<file path="src/rcfd_pkg.sv">
package rcfd_pkg;

    // Frame header bytes
    localparam logic [7:0] HDR_FIRST  = 8'h20;
    localparam logic [7:0] HDR_SECOND = 8'h40;

    // Channel layout and thresholds
    localparam int unsigned CHANNELS    = 10;
    localparam int unsigned FIRST_CHAN  = 2;
    localparam logic [15:0] RAW_LOW     = 16'd1000;
    localparam logic [15:0] RAW_HIGH    = 16'd2000;

    // Scale limits
    localparam logic signed [7:0] STICK_MIN = -8'sd100;
    localparam logic signed [7:0] STICK_MAX = 8'sd100;
    localparam logic [6:0]        POT_MIN   = 7'd0;
    localparam logic [6:0]        POT_MAX   = 7'd100;
    localparam logic [7:0]        STICK_MID = 8'd100;

    // Reciprocal of five in 10-bit fraction; exact floor for offsets below 1024
    localparam logic [7:0] RECIP_FIVE = 8'd205;

    typedef enum logic [1:0] {
        CMD_NONE    = 2'd0,
        CMD_TAKEOFF = 2'd1,
        CMD_LAND    = 2'd2
    } flight_cmd_t;

    typedef struct packed {
        logic signed [7:0] stick;
        logic [6:0]        pot;
    } scaled_t;

endpackage

</file>
<file path="src/rcfd_cell.sv">
module rcfd_cell
    import rcfd_pkg::*;
(
    input  logic       clk,
    input  logic       shift,
    input  logic [7:0] byte_in,
    output logic [7:0] byte_out
);

    logic [7:0] byte_reg;
    logic [7:0] byte_next;

    // Take the neighbor's byte on a shift, hold otherwise
    always_comb
    begin
        byte_next = shift ? byte_in : byte_reg;
    end

    always_ff @(posedge clk)
    begin
        byte_reg <= byte_next;
    end

    assign byte_out = byte_reg;

endmodule

</file>
<file path="src/rcfd_scale.sv">
module rcfd_scale
    import rcfd_pkg::*;
(
    input  logic [15:0] raw,
    output scaled_t     scaled
);

    logic [9:0]  offset;
    logic [17:0] product;
    logic [7:0]  quot5;
    logic [15:0] diff;

    // Offset above the low end; only meaningful strictly inside the range
    assign diff    = raw - RAW_LOW;
    assign offset  = diff[9:0];
    assign product = {8'd0, offset} * {10'd0, RECIP_FIVE};
    assign quot5   = product[17:10];

    // Saturate outside the range, scale inside it
    always_comb
    begin
        if (raw <= RAW_LOW)
        begin
            scaled.stick = STICK_MIN;
            scaled.pot   = POT_MIN;
        end
        else if (raw >= RAW_HIGH)
        begin
            scaled.stick = STICK_MAX;
            scaled.pot   = POT_MAX;
        end
        else
        begin
            scaled.stick = $signed(quot5 - STICK_MID);
            scaled.pot   = quot5[7:1];
        end
    end

endmodule

</file>
<file path="src/rc_frame_decoder_with_flight_command.sv">
// RC receiver frame decoder with flight command.
//
// Input channel: one received byte per beat on rx_byte (in_valid/in_ready).
// The block hunts for the header 0x20, 0x40 and collects a frame of
// FRAME_BYTES bytes in a row of byte cells that shift on every beat.
// Output channel: one decoded beat (out_valid/out_ready) per completed frame,
// carrying four sticks, two pots, four switches and a flight command.
//
// Throughput: one byte per cycle while in_ready is high. The last frame byte is
// taken from the port straight into the capture stage with the raw channels,
// and the result then passes through the scaling stage into the output register.
//
// Reset clears the frame position, the flying flag and both stage valids;
// the block starts out hunting for a header and not flying.
// When the receiver stalls, the result holds in the output register and the
// next result waits in the capture stage; while both are full, in_ready
// stays low until the output beat is taken.
module rc_frame_decoder_with_flight_command
    import rcfd_pkg::*;
#(
    parameter int FRAME_BYTES = 32
)
(
    input  logic              clk,
    input  logic              rst_n,
    input  logic              in_valid,
    output logic              in_ready,
    input  logic [7:0]        rx_byte,
    output logic              out_valid,
    input  logic              out_ready,
    output logic signed [7:0] stick_1,
    output logic signed [7:0] stick_2,
    output logic signed [7:0] stick_3,
    output logic signed [7:0] stick_4,
    output logic [6:0]        pot_5,
    output logic [6:0]        pot_6,
    output logic              toggle_a,
    output logic              toggle_b,
    output logic              toggle_c,
    output logic              toggle_d,
    output logic [1:0]        flight_command
);

    localparam int POS_W = $clog2(FRAME_BYTES);
    localparam int CHAIN = FRAME_BYTES - 1;
    localparam logic [POS_W-1:0] POS_LAST = POS_W'(FRAME_BYTES - 1);

    logic              accept;
    logic              frame_done;
    logic [POS_W-1:0]  pos_reg, pos_next;
    logic              flying_reg, flying_next;
    logic              s1_valid_reg, s1_valid_next;
    logic              s1_move;
    logic              out_valid_reg, out_valid_next;

    logic [7:0]        cell_q [CHAIN];
    logic [7:0]        frame_byte [FRAME_BYTES];
    logic [15:0]       raw_chan [CHANNELS];

    logic [15:0]       raw_reg [6];
    logic [3:0]        sw_reg;
    flight_cmd_t       cmd_reg;
    flight_cmd_t       cmd_next;
    logic              sw_a_now;

    scaled_t           scaled [6];

    logic signed [7:0] stick_reg [4];
    logic [6:0]        pot_reg [2];
    logic [3:0]        sw_out_reg;
    flight_cmd_t       cmd_out_reg;

    // Handshake
    assign s1_move  = s1_valid_reg && (!out_valid_reg || out_ready);
    assign in_ready = !s1_valid_reg || s1_move;
    assign accept   = in_valid && in_ready;

    // Row of byte cells; cell 0 takes the incoming byte
    generate
        for (genvar i = 0; i < CHAIN; i++)
        begin : g_cell
            if (i == 0)
            begin : g_head
                rcfd_cell u_cell (
                    .clk      (clk),
                    .shift    (accept),
                    .byte_in  (rx_byte),
                    .byte_out (cell_q[i])
                );
            end
            else
            begin : g_body
                rcfd_cell u_cell (
                    .clk      (clk),
                    .shift    (accept),
                    .byte_in  (cell_q[i-1]),
                    .byte_out (cell_q[i])
                );
            end
        end
    endgenerate

    // Frame byte k sits in cell FRAME_BYTES-2-k; the last byte is on the port
    generate
        for (genvar k = 0; k < FRAME_BYTES; k++)
        begin : g_fbyte
            if (k == FRAME_BYTES - 1)
            begin : g_last
                assign frame_byte[k] = rx_byte;
            end
            else
            begin : g_stored
                assign frame_byte[k] = cell_q[FRAME_BYTES - 2 - k];
            end
        end
        for (genvar c = 0; c < CHANNELS; c++)
        begin : g_raw
            assign raw_chan[c] = {frame_byte[FIRST_CHAN + 2*c + 1],
                                  frame_byte[FIRST_CHAN + 2*c]};
        end
    endgenerate

    // Header hunt and frame position
    always_comb
    begin
        pos_next   = pos_reg;
        frame_done = 1'b0;
        if (accept)
        begin
            if (pos_reg == '0)
            begin
                pos_next = (rx_byte == HDR_FIRST) ? POS_W'(1) : '0;
            end
            else if (pos_reg == POS_W'(1))
            begin
                pos_next = (rx_byte == HDR_SECOND) ? POS_W'(2) : '0;
            end
            else if (pos_reg == POS_LAST)
            begin
                pos_next   = '0;
                frame_done = 1'b1;
            end
            else
            begin
                pos_next = pos_reg + POS_W'(1);
            end
        end
    end

    // Flight command from switch A and the flying flag
    assign sw_a_now = (raw_chan[6] >= RAW_HIGH);

    always_comb
    begin
        flying_next = flying_reg;
        cmd_next    = CMD_NONE;
        if (frame_done)
        begin
            if (sw_a_now && !flying_reg)
            begin
                cmd_next    = CMD_TAKEOFF;
                flying_next = 1'b1;
            end
            else if (!sw_a_now && flying_reg)
            begin
                cmd_next    = CMD_LAND;
                flying_next = 1'b0;
            end
        end
    end

    // Stage valids
    always_comb
    begin
        s1_valid_next = s1_valid_reg;
        if (s1_move)
        begin
            s1_valid_next = 1'b0;
        end
        if (frame_done)
        begin
            s1_valid_next = 1'b1;
        end

        out_valid_next = out_valid_reg;
        if (out_valid_reg && out_ready)
        begin
            out_valid_next = 1'b0;
        end
        if (s1_move)
        begin
            out_valid_next = 1'b1;
        end
    end

    always_ff @(posedge clk or negedge rst_n)
    begin
        if (!rst_n)
        begin
            pos_reg       <= '0;
            flying_reg    <= 1'b0;
            s1_valid_reg  <= 1'b0;
            out_valid_reg <= 1'b0;
        end
        else
        begin
            pos_reg       <= pos_next;
            flying_reg    <= flying_next;
            s1_valid_reg  <= s1_valid_next;
            out_valid_reg <= out_valid_next;
        end
    end

    // Capture raw channels, switches and command on frame completion
    always_ff @(posedge clk)
    begin
        if (frame_done)
        begin
            for (int j = 0; j < 6; j++)
            begin
                raw_reg[j] <= raw_chan[j];
            end
            for (int j = 0; j < 4; j++)
            begin
                sw_reg[j] <= (raw_chan[6 + j] >= RAW_HIGH);
            end
            cmd_reg <= cmd_next;
        end
    end

    // Scaling stage
    generate
        for (genvar s = 0; s < 6; s++)
        begin : g_scale
            rcfd_scale u_scale (
                .raw    (raw_reg[s]),
                .scaled (scaled[s])
            );
        end
    endgenerate

    // Load the output register as the capture stage advances
    always_ff @(posedge clk)
    begin
        if (s1_move)
        begin
            for (int j = 0; j < 4; j++)
            begin
                stick_reg[j] <= scaled[j].stick;
            end
            pot_reg[0]  <= scaled[4].pot;
            pot_reg[1]  <= scaled[5].pot;
            sw_out_reg  <= sw_reg;
            cmd_out_reg <= cmd_reg;
        end
    end

    assign out_valid      = out_valid_reg;
    assign stick_1        = stick_reg[0];
    assign stick_2        = stick_reg[1];
    assign stick_3        = stick_reg[2];
    assign stick_4        = stick_reg[3];
    assign pot_5          = pot_reg[0];
    assign pot_6          = pot_reg[1];
    assign toggle_a       = sw_out_reg[0];
    assign toggle_b       = sw_out_reg[1];
    assign toggle_c       = sw_out_reg[2];
    assign toggle_d       = sw_out_reg[3];
    assign flight_command = cmd_out_reg;

    // A completed frame never lands on a full capture stage
    a_no_overrun: assert property (@(posedge clk) disable iff (!rst_n)
        frame_done |-> (!s1_valid_reg || s1_move))
        else $error("frame completed while capture stage was full");

    // A completed frame shows up in the capture stage next cycle
    a_capture: assert property (@(posedge clk) disable iff (!rst_n)
        frame_done |=> s1_valid_reg)
        else $error("completed frame not captured");

    // Takeoff only with switch A on, land only with it off
    a_takeoff_sw: assert property (@(posedge clk) disable iff (!rst_n)
        (out_valid_reg && cmd_out_reg == CMD_TAKEOFF) |-> toggle_a)
        else $error("takeoff without switch A");

    a_land_sw: assert property (@(posedge clk) disable iff (!rst_n)
        (out_valid_reg && cmd_out_reg == CMD_LAND) |-> !toggle_a)
        else $error("land with switch A on");

    // Position stays within the frame
    a_pos_range: assert property (@(posedge clk) disable iff (!rst_n)
        pos_reg <= POS_LAST)
        else $error("frame position out of range");

endmodule

</file>
<file path="config.mk">
export PLATFORM = sky130hd
export DESIGN_NAME = rc_frame_decoder_with_flight_command
export DESIGN_NICKNAME = d
export VERILOG_FILES = /design/src/rcfd_pkg.sv /design/src/rcfd_cell.sv /design/src/rcfd_scale.sv /design/src/rc_frame_decoder_with_flight_command.sv
export SDC_FILE = /design/constraint.sdc
export NUM_CORES = 1
export LEC_CHECK = 0
export ABC_AREA = 1
export BUFFER_PORTS_ARGS = -buffer_cell sky130_fd_sc_hd__buf_4
export CAP_MARGIN = 25
export CORE_ASPECT_RATIO = 1.1
export CORE_MARGIN = 3
export CORE_UTILIZATION = 42
export CTS_CLUSTER_SIZE = 10
export DETAILED_ROUTE_END_ITERATION = 10
export PLACE_DENSITY = 0.57
export SYNTH_ARGS = -nofsm -noshare
export SYNTH_HDL_FRONTEND = slang
export SYNTH_SLANG_ARGS = --single-unit
</file>
<file path="constraint.sdc">
create_clock -name clk -period 9.1 [get_ports clk]
set_clock_uncertainty 0.15 [all_clocks]
set_input_delay 0.91 -clock clk [delete_from_list [all_inputs] [get_ports clk]]
set_output_delay 0.91 -clock clk [all_outputs]
set_load 0.02 [all_outputs]
</file>
# Yosys cells after proc, flatten, opt, wreduce, memory -nomap -nowiden
# Memory sizes are Yosys's and may differ from the RTL's.
# Cells that the tools add are included.
# totals
ram_bits	142
ff_bits	252
n_memories	3
out_inout_bits	54
elab_cells	125
input_bits	12
# op_classes
add_sub_neg	11
magnitude_cmp	16
n_mul	6
muxes	32
n_eq_ne	4
n_reduce_logical	16
# mem_list
memory	words	word_bits	read_ports	rd_ports_with_merged_regs	wr	line_no	source
raw_reg	6	16	6	0	6	rc_frame_decoder_with_flight_command.sv:60	logic [15:0] raw_reg [6];
stick_reg	4	8	4	0	4	rc_frame_decoder_with_flight_command.sv:68	logic signed [7:0] stick_reg [4];
pot_reg	2	7	2	0	2	rc_frame_decoder_with_flight_command.sv:69	logic [6:0] pot_reg [2];
# ops
operator	count
$ge A16 B11 Y1 const B	10
$mux W15	8
$mul A10 B8 Y18 const B	6
$le A16 B10 Y1 const B	6
$sub A10 B10 Y10 const B	6
$sub A8 B7 Y8 const B	4
$mux W7	4
$mux W1	15
$mux W5	3
$eq A8 B6 Y1 const B	1
$eq A8 B7 Y1 const B	1
$reduce_bool A2 Y1	3
$add A5 B1 Y5 const B	1
$eq A5 B1 Y1 const B	1
$eq A5 B5 Y1 const B	1
$logic_and A1 B1 Y1	5
$logic_not A5 Y1	1
$logic_not A1 Y1	4
$mux W2	2
$logic_or A1 B1 Y1	2
$reduce_and A2 Y1	1

# Logic depth before layout (Yosys ltp)
# logic_depth
ltp_word	8
ltp_mapped	29
depth_no_buf	29

# By module
# A second synthesis with hierarchy kept.
# hier_totals
cells_unflattened	2449
hier_area_um2	25554.5
# modules_own_cells
mod	area_per_inst_um2	seq_area_each_um2	cells_each	n_inst
rcfd_cell	240.2	240.2	8	29
rc_frame_decoder_with_flight_command	5434.0	4824.6	275	1
rcfd_scale at g_scale[0].u_scale ...	2245.9	0.0	324	2
rcfd_scale at g_scale[5].u_scale	2193.4	0.0	329	1
rcfd_scale at g_scale[3].u_scale	2164.6	0.0	321	1
rcfd_scale at g_scale[4].u_scale	2155.8	0.0	322	1
rcfd_scale at g_scale[2].u_scale	2148.3	0.0	322	1

# Least setup slack after synthesis
# OpenSTA, ideal clock, no wires.
# synth_path
path_kind	in2reg
start	in out_ready
end	reg g_cell[0].g_head.u_cell.byte_reg[0] (enable)
path_buffers	0
slack_ns	1.234
path_stages	4
required_ns	6.930
setup_time_ns	2.020
t_arrival_ns	5.696
path_cell_list	inv_1 -> nand3_1 -> nand2_1 -> clkinv_1
# synth_between
elab_chain_cells	4
# synth_lines
item	line_no	source
from (decl)	rc_frame_decoder_with_flight_command.sv:30	input logic out_ready,
$logic_or A1 B1 Y1	rc_frame_decoder_with_flight_command.sv:74	assign s1_move = s1_valid_reg && (!out_valid_reg || out_ready);
$logic_and A1 B1 Y1	rc_frame_decoder_with_flight_command.sv:74	
$logic_or A1 B1 Y1	rc_frame_decoder_with_flight_command.sv:75	assign in_ready = !s1_valid_reg || s1_move;
named net in_ready	rc_frame_decoder_with_flight_command.sv:27	output logic in_ready,
$logic_and A1 B1 Y1	rc_frame_decoder_with_flight_command.sv:76	assign accept = in_valid && in_ready;
named net accept	rc_frame_decoder_with_flight_command.sv:48	logic accept;
to (signal assigned)	rcfd_cell.sv:21	byte_reg <= byte_next;
to (decl)	rcfd_cell.sv:10	logic [7:0] byte_reg;
# The timed path passes the listed nets, and every way through them passes these cells.
# A chain may end at the register's enable or synchronous reset.

==> impl_metrics.ini <==
[outcome]
outcome = completed

[drt]
drt-pass1-iter-count = 5
avgViaCountPerCell = 4.83
wl_per_cell_um = 14.0
drc = 0
drtIter0Drc = 743
ant_nets = 0
num_vias = 14762
routed_wl_mm = 42.8

[final_layout]
finish.utilization = 0.479
area_growth_pct = 12.4
regArea_sq_um = 11800
nFillCells = 5168
nets = 2723
diodes = 0
multi_input_area_sq_um = 10600
drive_above_1_share = 0.0853
largest_reg_flops = 224

[floorplanning]
fp.dieW_um = 234
initial_core_util = 0.426
design.core.area_sq_um = 56400
io_pins = 66
rows = 91
die-height_um = 257
dieArea_sq_um = 60100

[clocking]
cts_tree = built
cts_sinks = 394
htreeDepth = 2
worstSkewPairLatency_ps = 590
cts_resized = 0
max-clock-path-buffers = 3
clk_pin_slew_worst_paths_ps = 50
root_buffer = clkbuf_16
numCtsBuffers = 48

[setup_path]
slowest_stage = fa_1
path_common_cell = inv_1
critPathArrivalTime_ps = 5440
worstSetupPathType = reg -> reg
cp_num_buf_inv = 6
crit_family = adder cells
required_ps = 9290
path_max_fanout = 5
r2r_slack_ps = 3850
slowest_delay_ps = 520
startpoint_type = flip-flop
worstSetupEndpointType = flip-flop

[yosys]
synth_common_cells = inv_1, edfxtp_1, nand2_1, ha_1, nand3_1
yosysTopAreaCell = edfxtp_1
ys_ff_latch = 394
syn_avg_cell_area_sq_um = 11.1
netlist_top_cells_area = edfxtp_1, ha_1, fa_1, inv_1, nand2_1
synth_area_sq_um = 24000
synth_warnings = 0
synth_nets = 2602
synth.most_common_cell = inv_1
yosysUniqueCellTypes = 49
synth_edf_count = 386
synth_top_cell_area_share = 0.483
synthArstFlopShare = 0.0203
yosysSeqAreaShare = 0.491
synthCells = 2165
synthFlopType = edfxtp_1

[flow_run]
cap_violations = 0

[sta]
setup_ws_ps = 3850
hold_ws_ps = 251
fmax_ghz = 0.190
relSlewSlack = 0.305
min_period_over_period = 0.577
fin_crit_ps = 5250
slew_violations = 0
finalHoldViolations = 0
tightest_slew_ps = 1040
final-setup-viol-count = 0
setup_tns_ps = 0
rsz0062_at_grt = false

[placement]
io_buffers = 65
dp_slack_ps = 3850
hpwl_mm = 32.7
place_congestion = 0.869

[global_route]
antenna_found_initial = 0
grt_pass1_vias = 15275
grt_pass1_wl_mm = 72.6
grt_use_total = 0.147
grt_max_degree = 148
grt-ovfl-total = 0

[pwr]
irDropWorstVdd_uv = 163
pwr_density_cell_nw_per_um2 = 148
leakage_nw = 12.4

[min_path]
hold_path.class = reg -> reg
[through the flow]
| step | total power [W] | cells | cell area, sq um |
|---|---|---|---|
| after global placement | 0.00227 | 2977 | 25500 |
| final | 0.00401 | 3054 | 27000 |
| after floorplan | 0.00224 | 2165 | 24000 |
| after CTS | 0.00407 | 3052 | 26900 |
| after detailed placement | 0.00228 | 2977 | 25500 |
| after global routing | 0.00418 | 3054 | 27000 |
[final timing paths]
check                                                     from  cells after the start                             endpoint
max                                              raw_reg[1][3]                     25                      stick_reg[1][6]
min                        g_cell[7].g_body.u_cell.byte_out[4]                      0  g_cell[8].g_body.u_cell.byte_out[4]
max reg2reg                                      raw_reg[1][3]                     25                      stick_reg[1][6]
min reg2reg                g_cell[7].g_body.u_cell.byte_out[4]                      0  g_cell[8].g_body.u_cell.byte_out[4]
max in group asynchronous                                rst_n                      2                           pos_reg[1]
min in group asynchronous                                rst_n                      2                         s1_valid_reg
[power by group]
part | internal [W] | switching, W | total [W] | leakage (nW)
registers | 0.00207 | 0.0000344 | 0.00211 | 3.76
logic | 0.0000486 | 0.0000900 | 0.000139 | 7.97
clock network | 0.00105 | 0.000713 | 0.00177 | 0.697
total | 0.00317 | 0.000837 | 0.00401 | 12.4
[timing repair]
item	in CTS	in global routing
buffers inserted	0	0
hold buffers	1	0
endpoints found under the hold margin	8	0
[metal layers]
metal / share of wire / global-route usage / wire, um
met1: 0.43 / 0.180 / 18400
met3: 0.030 / 0.0236 / 1290
met2: 0.51 / 0.264 / 22000
met5: 0 / 0 / 0
met4: 0.026 / 0.0434 / 1110
[worst reg2reg max path: stages (launching register included)]
cell and delay [ps]:
edfxtp_1 440, inv_1 200, ha_1 230, inv_1 70, nand4_1 100, xor2_1 240, inv_1 140, ha_1 360
fa_1 500, inv_1 60, fa_1 520, inv_1 40, ha_1 280, ha_1 360, nand2_2 100, nor2_1 160
nand3_1 120, nand3_1 100, nand2_1 50, nand2_1 100, inv_1 60, ha_1 220, nand3_1 110, nand2_1 70
a21oi_1 170, a21oi_1 80
[cells in the final DEF (no fill, tap or decap), types with 4 or more instances in the layout]
master	instances
a21oi_1	76
a31oi_1	8
and2_1	7
buf_4	68
clkbuf_1	13
clkbuf_16	48
clkinv_1	4
dfrtp_1	8
edfxtp_1	386
fa_1	98
ha_1	327
inv_1	423
inv_2	13
nand2_1	360
nand2_2	23
nand3_1	109
nand3b_1	9
nand4_1	28
nor2_1	93
nor2_2	12
nor3_1	22
nor3_2	5
nor3b_1	4
nor4_1	4
o211ai_1	9
o21ai_0	31
o21ai_1	5
o21bai_1	9
o31ai_1	6
xnor2_1	21
xor2_1	35
[area by class of cell]
type | count | area share
sequential | 394 | 0.437
multi-input combinational | 1334 | 0.393
inverter | 437 | 0.0610
clock buffer | 61 | 0.0463
tap | 744 | 0.0345
timing repair buffer | 71 | 0.0213
clock inverter | 13 | 0.00765
[logic make-up after synthesis]
kind of cell	after synthesis	share of synthesized area
compound gates	165	0.0408
buf+inv	437	0.0683
flops	394	0.491
simple gates	688	0.127
xor+xnor	56	0.0204
fa+ha+maj	425	0.252
(Power assumes the default switching activity.)
